## src/design/owsr_pkg.sv

```systemverilog
`default_nettype none

package owsr_pkg;

   // request kinds
   localparam logic [1:0] KIND_START      = 2'd0;
   localparam logic [1:0] KIND_RESET_DONE = 2'd1;
   localparam logic [1:0] KIND_BYTE       = 2'd2;

   // response actions
   localparam logic [2:0] ACT_RESET = 3'd0;
   localparam logic [2:0] ACT_WRITE = 3'd1;
   localparam logic [2:0] ACT_READ  = 3'd2;
   localparam logic [2:0] ACT_DONE  = 3'd3;
   localparam logic [2:0] ACT_NONE  = 3'd4;

   // configuration register indexes
   localparam logic CSR_MAX_ATTEMPTS    = 1'b0;
   localparam logic CSR_EXPECTED_FAMILY = 1'b1;

   localparam logic [3:0] MAX_ATTEMPTS_RESET    = 4'd4;
   localparam logic [7:0] EXPECTED_FAMILY_RESET = 8'd1;

   localparam logic [7:0] ROM_CMD  = 8'h33;
   localparam logic [7:0] CRC_POLY = 8'h8c;
   localparam logic [2:0] ID_BYTES = 3'd6;

   typedef enum logic [2:0] {
      PH_IDLE     = 3'd0,
      PH_PRESENCE = 3'd1,
      PH_FAMILY   = 3'd2,
      PH_ID       = 3'd3,
      PH_CRC      = 3'd4
   } phase_type;

   typedef struct packed {
      logic [1:0] kind;
      logic       presence;
      logic [7:0] rx_byte;
   } req_type;

   typedef struct packed {
      logic [2:0]  action;
      logic [7:0]  tx_byte;
      logic        success;
      logic [47:0] serial_number;
      logic        last;
   } rsp_type;

   // one or two responses handed from the core to the response queue
   typedef struct packed {
      logic    push;
      logic    two;
      rsp_type first;
      rsp_type second;
   } push_type;

endpackage

`default_nettype wire

```

## src/design/owsr_core.sv

```systemverilog
`default_nettype none

module owsr_core import owsr_pkg::*; (
   input  wire logic       clock,
   input  wire logic       reset,
   input  wire logic       csr_we,
   input  wire logic       csr_index,
   input  wire logic [7:0] csr_wdata,
   input  wire logic       accept,
   input  wire req_type    req_data,
   output push_type        push
);

   function automatic logic [7:0] crc_step(input logic [7:0] crc, input logic [7:0] b);
      logic [7:0] c;
      c = crc ^ b;
      for (int i = 0; i < 8; i++) begin
         if (c[0]) begin
            c = (c >> 1) ^ CRC_POLY;
         end else begin
            c = c >> 1;
         end
      end
      return c;
   endfunction

   function automatic rsp_type make_rsp(input logic [2:0] act, input logic [7:0] tx,
                                        input logic ok, input logic [47:0] sn,
                                        input logic lst);
      rsp_type r;
      r.action        = act;
      r.tx_byte       = tx;
      r.success       = ok;
      r.serial_number = sn;
      r.last          = lst;
      return r;
   endfunction

   logic [3:0]  max_attempts_ff;
   logic [7:0]  expected_family_ff;

   phase_type   phase_ff, phase_in;
   logic [3:0]  attempts_left_ff, attempts_left_in;
   logic [7:0]  running_crc_ff, running_crc_in;
   logic        attempt_bad_ff, attempt_bad_in;
   logic [2:0]  id_bytes_left_ff, id_bytes_left_in;
   logic [47:0] id_shift_ff, id_shift_in;

   logic [7:0]  crc_next;
   logic [3:0]  attempts_dec;
   logic [2:0]  id_left_dec;
   logic        crc_match;

   always_ff @(posedge clock) begin
      if (reset) begin
         max_attempts_ff    <= MAX_ATTEMPTS_RESET;
         expected_family_ff <= EXPECTED_FAMILY_RESET;
      end else if (csr_we) begin
         if (csr_index == CSR_MAX_ATTEMPTS) begin
            max_attempts_ff <= csr_wdata[3:0];
         end else begin
            expected_family_ff <= csr_wdata;
         end
      end
   end

   always_ff @(posedge clock) begin
      if (reset) begin
         phase_ff         <= PH_IDLE;
         attempts_left_ff <= '0;
         running_crc_ff   <= '0;
         attempt_bad_ff   <= 1'b0;
         id_bytes_left_ff <= '0;
         id_shift_ff      <= '0;
      end else if (accept) begin
         phase_ff         <= phase_in;
         attempts_left_ff <= attempts_left_in;
         running_crc_ff   <= running_crc_in;
         attempt_bad_ff   <= attempt_bad_in;
         id_bytes_left_ff <= id_bytes_left_in;
         id_shift_ff      <= id_shift_in;
      end
   end

   // family byte starts from a zero crc
   assign crc_next     = crc_step((phase_ff == PH_FAMILY) ? 8'h00 : running_crc_ff,
                                  req_data.rx_byte);
   assign attempts_dec = (attempts_left_ff == 4'd0) ? 4'd0 : attempts_left_ff - 4'd1;
   assign id_left_dec  = id_bytes_left_ff - 3'd1;
   assign crc_match    = !attempt_bad_ff && (running_crc_ff == req_data.rx_byte);

   always_comb begin
      phase_in         = phase_ff;
      attempts_left_in = attempts_left_ff;
      running_crc_in   = running_crc_ff;
      attempt_bad_in   = attempt_bad_ff;
      id_bytes_left_in = id_bytes_left_ff;
      id_shift_in      = id_shift_ff;
      push.push        = accept;
      push.two         = 1'b0;
      push.first       = make_rsp(ACT_NONE, 8'h00, 1'b0, 48'h0, 1'b1);
      push.second      = make_rsp(ACT_READ, 8'h00, 1'b0, 48'h0, 1'b1);

      if (req_data.kind == KIND_START) begin
         attempts_left_in = (max_attempts_ff == 4'd0) ? 4'd1 : max_attempts_ff;
         phase_in         = PH_PRESENCE;
         push.first       = make_rsp(ACT_RESET, 8'h00, 1'b0, 48'h0, 1'b1);
      end else begin
         unique case (phase_ff)
            PH_PRESENCE: begin
               if (req_data.kind == KIND_RESET_DONE) begin
                  running_crc_in   = '0;
                  id_shift_in      = '0;
                  id_bytes_left_in = '0;
                  if (req_data.presence) begin
                     attempt_bad_in = 1'b0;
                     phase_in       = PH_FAMILY;
                     push.two       = 1'b1;
                     push.first     = make_rsp(ACT_WRITE, ROM_CMD, 1'b0, 48'h0, 1'b0);
                  end else begin
                     // no device: still read one byte, which fails as the crc byte
                     attempt_bad_in = 1'b1;
                     phase_in       = PH_CRC;
                     push.first     = make_rsp(ACT_READ, 8'h00, 1'b0, 48'h0, 1'b1);
                  end
               end
            end
            PH_FAMILY: begin
               if (req_data.kind == KIND_BYTE) begin
                  running_crc_in = crc_next;
                  if (req_data.rx_byte == expected_family_ff) begin
                     id_bytes_left_in = ID_BYTES;
                     phase_in         = PH_ID;
                  end else begin
                     attempt_bad_in = 1'b1;
                     phase_in       = PH_CRC;
                  end
                  push.first = make_rsp(ACT_READ, 8'h00, 1'b0, 48'h0, 1'b1);
               end
            end
            PH_ID: begin
               if (req_data.kind == KIND_BYTE) begin
                  id_shift_in      = {id_shift_ff[39:0], req_data.rx_byte};
                  running_crc_in   = crc_next;
                  id_bytes_left_in = id_left_dec;
                  if (id_left_dec == 3'd0) begin
                     phase_in = PH_CRC;
                  end
                  push.first = make_rsp(ACT_READ, 8'h00, 1'b0, 48'h0, 1'b1);
               end
            end
            PH_CRC: begin
               if (req_data.kind == KIND_BYTE) begin
                  attempts_left_in = attempts_dec;
                  if (crc_match) begin
                     phase_in   = PH_IDLE;
                     push.first = make_rsp(ACT_DONE, 8'h00, 1'b1, id_shift_ff, 1'b1);
                  end else if (attempts_dec != 4'd0) begin
                     phase_in   = PH_PRESENCE;
                     push.first = make_rsp(ACT_RESET, 8'h00, 1'b0, 48'h0, 1'b1);
                  end else begin
                     phase_in   = PH_IDLE;
                     push.first = make_rsp(ACT_DONE, 8'h00, 1'b0, 48'h0, 1'b1);
                  end
               end
            end
            default: begin
            end
         endcase
      end
   end

   // an attempt in progress always has at least one attempt left
   a_attempts_nonzero: assert property (@(posedge clock) disable iff (reset)
      (phase_ff != PH_IDLE) |-> (attempts_left_ff != 4'd0))
      else $error("attempt in progress with no attempts left");

   // collecting id bytes always has some left
   a_id_left: assert property (@(posedge clock) disable iff (reset)
      (phase_ff == PH_ID) |-> (id_bytes_left_ff != 3'd0))
      else $error("id phase with no bytes left");

   // a second response only follows a rom command write
   a_two_write: assert property (@(posedge clock) disable iff (reset)
      (push.push && push.two) |-> (push.first.action == ACT_WRITE && !push.first.last))
      else $error("second response without rom command");

endmodule

`default_nettype wire

```

## src/design/owsr_rsp_queue.sv

```systemverilog
`default_nettype none

module owsr_rsp_queue import owsr_pkg::*; (
   input  wire logic     clock,
   input  wire logic     reset,
   input  wire push_type push,
   output logic          room,
   output logic          rsp_valid,
   input  wire logic     rsp_ready,
   output rsp_type       rsp_data
);

   rsp_type    entries_ff [4];
   logic [1:0] wr_ptr_ff, wr_ptr_in;
   logic [1:0] rd_ptr_ff, rd_ptr_in;
   logic [2:0] count_ff, count_in;
   logic       pop;
   logic [2:0] n_push;

   assign room      = (count_ff <= 3'd2);
   assign rsp_valid = (count_ff != 3'd0);
   assign rsp_data  = entries_ff[rd_ptr_ff];
   assign pop       = rsp_valid && rsp_ready;
   assign n_push    = !push.push ? 3'd0 : (push.two ? 3'd2 : 3'd1);

   always_comb begin
      wr_ptr_in = wr_ptr_ff + n_push[1:0];
      rd_ptr_in = rd_ptr_ff + {1'b0, pop};
      count_in  = count_ff + n_push - {2'b00, pop};
   end

   always_ff @(posedge clock) begin
      if (reset) begin
         wr_ptr_ff <= '0;
         rd_ptr_ff <= '0;
         count_ff  <= '0;
      end else begin
         wr_ptr_ff <= wr_ptr_in;
         rd_ptr_ff <= rd_ptr_in;
         count_ff  <= count_in;
      end
   end

   always_ff @(posedge clock) begin
      if (push.push) begin
         entries_ff[wr_ptr_ff] <= push.first;
         if (push.two) begin
            entries_ff[wr_ptr_ff + 2'd1] <= push.second;
         end
      end
   end

   a_count_max: assert property (@(posedge clock) disable iff (reset)
      count_ff <= 3'd4)
      else $error("response queue over capacity");

   a_push_room: assert property (@(posedge clock) disable iff (reset)
      push.push |-> room)
      else $error("push without room");

   a_ptr_gap: assert property (@(posedge clock) disable iff (reset)
      (wr_ptr_ff - rd_ptr_ff) == count_ff[1:0])
      else $error("queue pointers disagree with count");

endmodule

`default_nettype wire

```

## src/design/onewire_serial_id_reader_unit.sv

```systemverilog
`default_nettype none

// 1-wire serial id reader: each request is one bus event (start, reset done with
// presence, or a received byte) and yields one or two responses telling the bus
// engine what to do next (reset, write the read-rom command, read a byte, or
// finished with the 48-bit id and a success flag). The whole update, including
// the unrolled crc-8 step, happens in the cycle a request is accepted, and the
// responses go into a four-entry response queue. A request is taken whenever the
// queue has at least two free entries, so one request per cycle is sustained while
// the response side keeps up; the response port drains one entry per cycle, which
// sets the long-run rate. Configuration writes take effect on the next cycle
// and are meant for idle periods.
module onewire_serial_id_reader_unit import owsr_pkg::*; (
   input  wire logic       clock,
   input  wire logic       reset,
   // configuration write port
   input  wire logic       csr_we,
   input  wire logic       csr_index,
   input  wire logic [7:0] csr_wdata,
   // bus event requests
   input  wire logic       req_valid,
   output logic            req_ready,
   input  wire req_type    req_data,
   // bus engine responses
   output logic            rsp_valid,
   input  wire logic       rsp_ready,
   output rsp_type         rsp_data
);

   logic     accept;
   logic     room;
   push_type push;

   // room for the two responses a request can cause
   assign req_ready = room;
   assign accept    = req_valid && req_ready;

   // phase machine, attempt counter, crc and id shift register
   owsr_core u_core (
      .clock     (clock),
      .reset     (reset),
      .csr_we    (csr_we),
      .csr_index (csr_index),
      .csr_wdata (csr_wdata),
      .accept    (accept),
      .req_data  (req_data),
      .push      (push)
   );

   // response queue decouples the request side from a stalled response side
   owsr_rsp_queue u_rsp_queue (
      .clock     (clock),
      .reset     (reset),
      .push      (push),
      .room      (room),
      .rsp_valid (rsp_valid),
      .rsp_ready (rsp_ready),
      .rsp_data  (rsp_data)
   );

   // responses of one request end with last set
   a_last_on_done: assert property (@(posedge clock) disable iff (reset)
      (rsp_valid && (rsp_data.action == ACT_DONE || rsp_data.action == ACT_RESET))
      |-> rsp_data.last)
      else $error("reset or done response without last");

   // serial number only reported on success
   a_sn_success: assert property (@(posedge clock) disable iff (reset)
      (rsp_valid && !rsp_data.success) |-> (rsp_data.serial_number == 48'h0))
      else $error("serial number without success");

   // the request side only stalls while responses are waiting
   a_no_accept_full: assert property (@(posedge clock) disable iff (reset)
      (!req_ready) |-> rsp_valid)
      else $error("request stalled while no response pending");

endmodule

`default_nettype wire
```

## config.mk

```make
export PLATFORM = sky130hd
export DESIGN_NAME = onewire_serial_id_reader_unit
export DESIGN_NICKNAME = d
export VERILOG_FILES = /design/src/design/owsr_pkg.sv /design/src/design/owsr_core.sv /design/src/design/owsr_rsp_queue.sv /design/src/design/onewire_serial_id_reader_unit.sv
export SDC_FILE = /design/constraint.sdc
export NUM_CORES = 1
export LEC_CHECK = 0
export BUFFER_PORTS_ARGS = -buffer_cell sky130_fd_sc_hd__clkbuf_2
export CORE_UTILIZATION = 65
export DETAILED_ROUTE_END_ITERATION = 8
export PLACE_DENSITY_LB_ADDON = 0.1
export SLEW_MARGIN = 0
export SYNTH_ARGS = -nofsm -noshare
export SYNTH_HDL_FRONTEND = slang
export SYNTH_SLANG_ARGS = --single-unit
```

## constraint.sdc

```tcl
create_clock -name clock -period 6.9 [get_ports clock]
set_clock_uncertainty 0.2 [all_clocks]
set_input_delay 1.035 -clock clock [delete_from_list [all_inputs] [get_ports clock]]
set_output_delay 1.035 -clock clock [all_outputs]
set_load 0.005 [all_outputs]
```

Yosys cells after proc, flatten, opt, wreduce, memory -nomap -nowiden
Memories as Yosys holds them, arrays and structs flattened. A register that Yosys moved wholly into a read port is not among the register bits.
Cells that the tools add are included.
{"block": "totals", "mem_count": 1, "ff_bits": 86, "in_bits": 25, "mem_bits_rw": 244, "output_inout_bits": 63, "word_cells": 136}
{"block": "classes", "magnitude_cmp": 1, "n_bitwise": 11, "eq_ne": 19, "n_addsub": 7, "reduce_logical": 26, "mux": 60}
{"name": "u_rsp_queue.entries_ff", "words": 4, "width": 61, "read_ports": 1, "rd_ports_with_merged_regs": 1, "wr": 2, "line_no": "owsr_rsp_queue.sv:13", "text": "rsp_type entries_ff [4];"}
{"op": "61-bit 2-to-1 mux", "count": 4}
{"op": "61-bit one-hot mux with 3 select lines", "count": 1}
{"op": "60-bit 2-to-1 mux", "count": 2}
{"op": "48-bit 2-to-1 mux", "count": 2}
{"op": "48-bit one-hot mux with 2 select lines", "count": 1}
{"op": "8-bit 2-to-1 mux", "count": 11}
{"op": "62-bit 2-to-1 mux", "count": 1}
{"op": "3-bit 2-to-1 mux", "count": 13}
{"op": "2-bit NOT with 3-bit output", "count": 8}
{"op": "4-bit 2-to-1 mux", "count": 5}
{"op": "8-bit equality test", "count": 2}
{"op": "8-bit one-hot mux with 2 select lines", "count": 1}
{"op": "1-bit 2-to-1 mux", "count": 14}
{"op": "7-bit AND reduction", "count": 2}
{"op": "3-bit by 1-bit inequality test with 1-bit output (second input constant)", "count": 4}
{"op": "3-bit one-hot mux with 4 select lines", "count": 1}
{"op": "5-bit AND reduction", "count": 2}
{"op": "2-bit nonzero test", "count": 5}
{"op": "3-bit one-hot mux with 3 select lines", "count": 1}
{"op": "4-bit logical NOT", "count": 2}
{"op": "8-bit XOR", "count": 1}
{"op": "3-bit by 2-bit equality test with 1-bit output (second input constant)", "count": 2}
{"op": "2-bit by 1-bit inequality test with 1-bit output (second input constant)", "count": 3}
{"op": "2-bit inequality test (second input constant)", "count": 3}
{"op": "other kinds (27)", "count": 33}

Logic depth before layout (Yosys ltp)
Gate-level depths: netlist (run 1).
{"block": "depth", "depth_word": 21, "depth_mapped": 10}

Cells and area by module
From an unflattened synthesis (run 1), not the netlist that was laid out.
{"block": "hier_totals", "cells_unflattened": 1189, "hier_area_um2": 16922.5}
{"mod": "owsr_rsp_queue", "n_inst": 1, "cells_each": 642, "area_per_inst_um2": 12344.3, "seq_area_each_um2": 7467.2}
{"mod": "owsr_core", "n_inst": 1, "cells_each": 546, "area_per_inst_um2": 4571.9, "seq_area_each_um2": 1581.5}
{"mod": "onewire_serial_id_reader_unit", "n_inst": 1, "cells_each": 1, "area_per_inst_um2": 6.3, "seq_area_each_um2": 0.0}

Worst setup path before layout (run 1)
OpenSTA, ideal clock, no wires.
{"block": "synth_path", "path_type": "in2reg", "startpoint": "input port req_data[9] (netlist bit)", "endpoint": "register u_rsp_queue.count_ff[2]", "setup_time_ps": 128, "arrival_ps": 2766, "stages": 9, "t_required_ps": 6572, "slack_ps": 3807, "path_cell_list": "clkbuf_1 -> nand2_1 -> nor3_1 -> nand2_1 -> ha_1 -> fa_1 -> xnor2_1 -> xnor2_1 -> nor2_1"}
{"block": "synth_via", "elab_chain_cells": 8}
{"element": "from (decl)", "line_no": "onewire_serial_id_reader_unit.sv:23", "text": "input wire req_type req_data,"}
{"element": "2-bit by 1-bit equality test with 1-bit output", "line_no": "owsr_core.sv:111", "text": "if (req_data.kind == KIND_RESET_DONE) begin"}
{"element": "62-bit 2-to-1 mux", "line_no": "owsr_core.sv:111"}
{"element": "1-bit 2-to-1 mux", "line_no": "owsr_core.sv:109", "text": "unique case (phase_ff)"}
{"element": "1-bit 2-to-1 mux *", "line_no": "owsr_core.sv:104", "text": "if (req_data.kind == KIND_START) begin"}
{"element": "2-bit 2-to-1 mux *", "line_no": "owsr_rsp_queue.sv:24", "text": "assign n_push = !push.push ? 3'd0 : (push.two ? 3'd2 : 3'd1);"}
{"element": "3-bit 2-to-1 mux *", "line_no": "owsr_rsp_queue.sv:24"}
{"element": "3-bit adder *", "line_no": "owsr_rsp_queue.sv:29", "text": "count_in = count_ff + n_push - {2'b00, pop};"}
{"element": "3-bit by 1-bit subtractor with 3-bit output *", "line_no": "owsr_rsp_queue.sv:29"}
{"element": "to (signal assigned)", "line_no": "owsr_rsp_queue.sv:40", "text": "count_ff <= count_in;"}
{"element": "to (decl)", "line_no": "owsr_rsp_queue.sv:16", "text": "logic [2:0] count_ff, count_in;"}
Every way passes the cells marked *; elsewhere a longest branch is shown, timed or not.
A chain may end at the register's enable or synchronous reset.

==> impl_metrics.tcl, run 1 <==
set metrics [dict create \
    io_pins 88 \
    grt_pass1_wl_um 54400 \
    gr-total-overflow 0 \
    period_needed_ps 3990 \
    cts_inserted_buffers 30 \
    critPathLaunchType "input port" \
    antenna_found_initial 0 \
    max_slew_margin 0.182 \
    async_reset_ff_frac 0 \
    start_util 0.668 \
    fp-row-count 51 \
    drv_slew 0 \
    synth_seq_cells 302 \
    reg2reg_to "u_rsp_queue.entries_ff[1][60]" \
    gr-usage-all-layers 0.332 \
    numPortBuffers 83 \
    hold_start "u_rsp_queue.entries_ff[3][60]" \
    grt_pass1_vias 10600 \
    ff2ff_path_depth 5 \
    clk_pin_slew_ps 60 \
    multi_input_area_mm2 0.00650 \
    fin_ws_ps 2910 \
    gp_congestion 0.887 \
    p_per_area_mw_per_mm2 291 \
    ir_worst_vdd_mv 0.387 \
    crit_required_ps 7130 \
    cts_tree "yes" \
    fin_crit_sh 0.578 \
    syn_avg_cell_area_um2 8.52 \
    fmax_mhz 251 \
    cap_viol_max_count 0 \
    cts_resized 0 \
    place_ws_ps 2380 \
    syn-cell-area_mm2 0.0131 \
    synth_seq_area_share 0.460 \
    postCtsSetupRepairBufs 0 \
    core_area_mm2 0.0197 \
    cts_root_buffer "clkbuf_16" \
    hold_depth 2 \
    h-tree-depth 1 \
    viasPerCell 6.27 \
    die_area_mm2 0.0208 \
    crit_arrival_ps 4220 \
    worst_slew_pin_slew_ps 1230 \
    syn-instance-count 1541 \
    clockBufferDepth 3 \
    rr_startpoint "u_rsp_queue.count_ff[2]" \
    leakagePower_nw 5.05 \
    wl_per_cell_um 18.7 \
    ys_warn_count 0 \
    cp-end-kind "flip-flop" \
    hp-class "reg -> reg" \
    outcome "finished, final reports clean" \
    drc_errors 0 \
    area_growth_pct 10.3 \
    clock-sinks 302 \
    hold-path-endpoint "u_rsp_queue.entries_ff[3][60]" \
    hold_violations 0 \
    postRouteAntennaNets 0 \
    dp_hpwl_um 18700 \
    clock_latency_ps 550 \
    rsz0062_at_grt "no" \
    die_w_um 144 \
    fin_tns_setup_ps 0 \
    path_max_fanout 52 \
    wl_um 33900 \
    nNetsFinal 1559 \
    fillers 1507 \
    grt_max_degree 95 \
    ctsHoldBuffers 0 \
    drive_gt1_frac 0.143 \
    drt_iter0_markers 1196 \
    ys.flop_type "dfxtp_1" \
    register_area_mm2 0.00605 \
    rrSetupSlack_ps 3030 \
    synth_cell_types 52 \
    synth_edf_count 0 \
    path_class "in -> reg" \
    n_antenna_cell 0 \
    dr_total_vias 11400 \
    die_height_um 144 \
    drt_first_pass_iters 5 \
    setup_viol 0 \
]
==> worst max path at each step <==
stage / start / endpoint / slack [ps] / depth (start not counted)
2_1_floorplan: req_data[9] / u_rsp_queue.count_ff[2] / 3810 / 9
3_3_place_gp: req_valid / u_rsp_queue.entries_ff[1][60] / 2460 / 6
3_5_place_dp: req_valid / u_rsp_queue.entries_ff[1][60] / 2380 / 6
4_1_cts: req_valid / u_rsp_queue.entries_ff[1][60] / 2960 / 6
5_1_grt: req_valid / u_rsp_queue.entries_ff[1][60] / 2790 / 6
6_report: req_valid / u_rsp_queue.entries_ff[1][60] / 2910 / 6
==> logic make-up after synthesis <==
kind of cell / after synthesis / share of synthesized area
AND/OR/NAND/NOR: 637 / 0.216
AO/OA/AOI/OAI: 325 / 0.133
flip-flops: 302 / 0.460
buffers and inverters: 161 / 0.0513
multiplexers: 58 / 0.0957
XOR/XNOR: 49 / 0.0343
adder cells (fa/ha/maj): 8 / 0.00819
other: 1 / 0.000286
==> layout make-up <==
class	instances	share of cell area
clock buffers	46	0.0630
clock inverters	8	0.00622
inverters	11	0.00285
multi-input cells	1081	0.449
flip-flops and latches	302	0.418
well taps	265	0.0229
repair buffers	100	0.0384
==> state kept, by name, summed over array words and instances (netlist names) <==
register / count
u_rsp_queue.rd_ptr_ff: 2
u_rsp_queue.entries_ff: 216
u_core.max_attempts_ff: 4
u_rsp_queue.count_ff: 3
u_core.id_shift_ff: 48
u_core.id_bytes_left_ff: 3
u_core.phase_ff: 3
u_core.attempt_bad_ff: 1
u_core.attempts_left_ff: 4
u_rsp_queue.wr_ptr_ff: 2
u_core.expected_family_ff: 8
u_core.running_crc_ff: 8
==> where the power goes <==
| group | leakage (nW) | internal (W) | switching (W) |
|---|---|---|---|
| registers | 2.44 | 0.00182 | 0.0000796 |
| logic | 2.11 | 0.000258 | 0.000409 |
| clock network | 0.500 | 0.000977 | 0.000669 |
| total | 5.05 | 0.00306 | 0.00116 |
==> cell usage in the layout (no fill, tap or decap), types with 5 or more instances in the layout <==
cell type / synthesis / final
dfxtp_1: 302 / 300
nand2_1: 291 / 291
a21oi_1: 274 / 274
nand3_1: 255 / 252
clkbuf_2: 0 / 83
mux4_2: 54 / 54
nor2_1: 39 / 35
xnor2_1: 32 / 32
clkbuf_16: 0 / 31
buf_4: 7 / 16
xor2_1: 15 / 15
nor3_1: 14 / 12
inv_1: 11 / 11
nor2b_1: 11 / 11
o21ai_0: 11 / 11
clkbuf_8: 0 / 8
a211oi_1: 8 / 7
ha_1: 7 / 7
clkbuf_1: 111 / 7
a22o_1: 6 / 6
clkinv_2: 0 / 6
nor2_4: 0 / 5
o21a_1: 5 / 5
==> cell usage after synthesis, types with 2 or more instances <==
cell	number	share of area
a2111oi_0	2	0.0013
a211o_1	2	0.0013
a211oi_1	8	0.0046
a21o_1	2	0.0011
a21oi_1	274	0.10
a22o_1	6	0.0040
a22oi_1	2	0.0011
a311oi_1	2	0.0013
a32oi_1	3	0.0020
and3_1	3	0.0014
and3b_1	2	0.0013
buf_1	3	0.00086
buf_2	28	0.011
buf_4	7	0.0040
clkbuf_1	111	0.032
dfxtp_1	302	0.46
ha_1	7	0.0067
inv_1	11	0.0031
mux2i_1	4	0.0030
mux4_2	54	0.093
nand2_1	291	0.083
nand2b_1	2	0.00095
nand3_1	255	0.097
nand3b_1	3	0.0017
nand4_1	3	0.0014
nor2_1	39	0.011
nor2b_1	11	0.0052
nor3_1	14	0.0053
nor3b_1	2	0.0011
nor4_1	2	0.00095
o21a_1	5	0.0029
o21ai_0	11	0.0042
or3_1	5	0.0024
or3b_1	2	0.0013
xnor2_1	32	0.021
xor2_1	15	0.010
==> worst max-delay path, cell delays in order <==
cell	delay [ps]
clkbuf_2	80
nand3b_1	410
or3_2	1100
nor2_4	1120
buf_4	370
a21oi_1	70
==> per-layer routing <==
metal  up-vias  global-route usage  routed length, um
li1       5326                   -                  -
met1      5481               0.431              13800
met2       499               0.569              16700
met3        56              0.0450               2620
met4         0               0.112                777
met5         -                   0                  0
==> stage by stage <==
stage                     total power, W  cells  cell area [um2]  hold WS (ps)  utilization
final                            0.00422   1813            14500           253        0.737
after floorplan                  0.00243   1544            13100           218            -
after CTS                        0.00423   1813            14500           253        0.737
after global placement           0.00259   1759            13500           232        0.686
after detailed placement         0.00260   1759            13500           245        0.686
after global routing             0.00436   1813            14500           267        0.737
(Power assumes the default switching activity.)
==> run 2: changes to the inputs <==
Settings changed: ABC_AREA set to 1, CORE_UTILIZATION 65 to 60.
Clock period 6.9 ns to 3.7 ns, I/O delays scaled along.
==> run 2 against run 1 <==
  * Total power grew to 2.8 times the previous value
  * First-iteration DRC count fell by 6.2%
  * Register-to-register slack lost 2100 ps
  * Final cell count is 11% higher
  * Non-clock buffer count rose by 6
  * Synthesized area is 0.86% lower
  * Setup slack got worse by 2300 ps
  * Die area grew 7.3%
  * Flip-flop and latch count did not move
  * Largest cell class is now flip-flops and latches
==> impl_metrics.tcl, run 2 <==
set metrics [dict create \
    nNetsFinal 1746 \
    reg.largest.list "u_rsp_queue.entries_ff (216), u_core.id_shift_ff (48)" \
    synth_top_area_share 0.464 \
    postCtsSetupRepairBufs 0 \
    switchingPower_w 0.00400 \
    hp-class "in -> reg" \
    outcome "finished, final reports clean" \
    numPortBuffers 83 \
    fin_tns_setup_ps 0 \
    p_seq_frac 0.429 \
    n_antenna_cell 0 \
    gp_congestion 0.880 \
    yosys-top-cells-area "dfxtp_1 (46%), o21ai_0 (13%), a21oi_1 (10%)" \
    synth_edf_count 0 \
    start_util 0.615 \
    cts_inserted_buffers 30 \
    rrSetupSlack_ps 940 \
    fmax_mhz 327 \
    drt_first_pass_iters 5 \
    worst_slew_pin_slew_ps 776 \
    ys_warn_count 0 \
    cts_resized 0 \
    die_height_um 149 \
    drt_iter0_markers 1122 \
    postRouteAntennaNets 0 \
    hold_depth 3 \
    path_max_fanout 31 \
    drive_gt1_frac 0.118 \
    clock_latency_ps 550 \
    clk_pin_slew_ps 60 \
    cp-end-kind "primary output" \
    antenna_found_initial 0 \
    fin_util 0.679 \
    synth_top_cell_by_area "dfxtp_1" \
    crit_required_ps 2940 \
    layout_common_cells "o21ai_0 (329), dfxtp_1 (300), a21oi_1 (273)" \
    syn-cell-area_mm2 0.0130 \
    drc_errors 0 \
    largest_reg_flops 216 \
    setup_viol 0 \
    placed_area_mm2 0.0134 \
    gr-total-overflow 0 \
    viasPerCell 5.99 \
    synth_seq_cells 302 \
    ff2ff_path_depth 7 \
    top_register "u_rsp_queue.entries_ff" \
    clock-sinks 302 \
    crit_path_start "u_rsp_queue.rd_ptr_ff[1]" \
    syn-instance-count 1716 \
    area_growth_pct 10.3 \
    synth_common_cells "o21ai_0 (329), dfxtp_1 (302), a21oi_1 (273)" \
    clockBufferDepth 3 \
    final_area_mm2 0.0144 \
    gr-usage-all-layers 0.305 \
    grt_pass1_vias 10900 \
    critPathLaunchType "flip-flop" \
    rr_startpoint "u_rsp_queue.count_ff[1]" \
    setup.worst_path.end "rsp_data[31]" \
    p_int_w 0.00775 \
    rsz0062_at_grt "no" \
    ys.flop_type "dfxtp_1" \
    fin_ws_ps 639 \
    ctsHoldBuffers 0 \
    netSwitchingFraction 0.341 \
    p_per_area_mw_per_mm2 819 \
    hold_start "csr_wdata[0]" \
    synth.most_common_cell "o21ai_0" \
    fillers 1823 \
    leakagePower_nw 5.73 \
    path_class "reg -> out" \
    fp-row-count 53 \
    period_needed_ps 3060 \
    grt_max_degree 107 \
    async_reset_ff_frac 0 \
    die_area_mm2 0.0223 \
    dr_total_vias 12000 \
    wl_um 34300 \
    drv_slew 0 \
    crit_arrival_ps 2310 \
    grt_pass1_wl_um 55100 \
    wl_per_cell_um 17.0 \
    cap_viol_max_count 0 \
    combPwrFrac 0.313 \
    hold_violations 0 \
    reg2reg_to "u_rsp_queue.entries_ff[1][15]" \
    h-tree-depth 1 \
    synth_cell_types 51 \
    ir_worst_vdd_mv 0.545 \
    dp_hpwl_um 19800 \
    core_area_mm2 0.0212 \
    fin_crit_sh 0.827 \
    final_common_cell "o21ai_0" \
    cts_tree "yes" \
    die_w_um 149 \
    place_ws_ps 838 \
    io_pins 88 \
    clockPowerShare 0.258 \
    max_slew_margin 0.482 \
    syn_avg_cell_area_um2 7.59 \
    cts_root_buffer "clkbuf_16" \
    synth_seq_area_share 0.464 \
]
run 2: changes by cell type after synthesis, sizes merged, moves of 55 or more:
cell / change
inv: +60
nand3: -117
o21ai: +327
o22ai: +55
nor2: +127
nand2: -124
run 2: cell type report:
cell class	instances	area [um2]	share of cell area
Tap cell	275	344	0.0240
Timing Repair Buffer	106	651	0.0453
Inverter	72	270	0.0188
Clock buffer	48	971	0.0676
Multi-Input combinational cell	1201	6040	0.421
Clock inverter	6	30.0	0.00209
Sequential cell	302	6050	0.421
run 2: worst min path at each step:
stage | to | slack (ps)
final | u_core.expected_family_ff[0] | 40
after global routing | u_core.max_attempts_ff[2] | 50
after CTS | u_core.expected_family_ff[0] | 30
after detailed placement | u_rsp_queue.entries_ff[0][0] | 250
after global placement | u_rsp_queue.entries_ff[0][0] | 240
after floorplan | u_rsp_queue.entries_ff[1][0] | 220
run 2: through the flow:
stage	total power (W)	hold slack [ps]	cells
floorplan	0.00755	221	1719
global placement	0.00859	243	1956
detailed placement	0.00871	254	1956
CTS	0.0118	30.3	2010
global route	0.0125	50.0	2010
finish	0.0118	38.8	2010
run 2: worst max-delay path, cell delays in order (launching register included):
cell	delay (ps)
dfxtp_2	750
buf_4	420
o21ai_0	150
o22ai_1	260
clkbuf_2	170
run 2: logic make-up (layout without fill, tap and decap cells):
| kind of cell | after synthesis | count (layout) | synth area share |
|---|---|---|---|
| other | 1 | 4 | 0.000288 |
| adder cells (fa/ha/maj) | 8 | 8 | 0.00827 |
| flip-flops | 302 | 302 | 0.464 |
| AO/OA/AOI/OAI | 683 | 683 | 0.273 |
| buffers and inverters | 216 | 232 | 0.0748 |
| XOR/XNOR | 19 | 19 | 0.0148 |
| AND/OR/NAND/NOR | 487 | 487 | 0.164 |
run 2: power groups by stage:
stage | Sequential [W] | Combinational [W] | Clock, W
final | 0.00504 | 0.00368 | 0.00303
after floorplan | 0.00486 | 0.00268 | 0
after detailed placement | 0.00506 | 0.00365 | 0
after global routing | 0.00517 | 0.00418 | 0.00319
after global placement | 0.00504 | 0.00355 | 0
after CTS | 0.00502 | 0.00368 | 0.00306
run 2: layer usage:
layer / share of wire / track usage / up-vias
li1: - / - / 5907
met5: 0 / 0 / -
met4: 0.018 / 0.0837 / 0
met3: 0.064 / 0.0367 / 47
met1: 0.44 / 0.410 / 5649
met2: 0.48 / 0.517 / 438
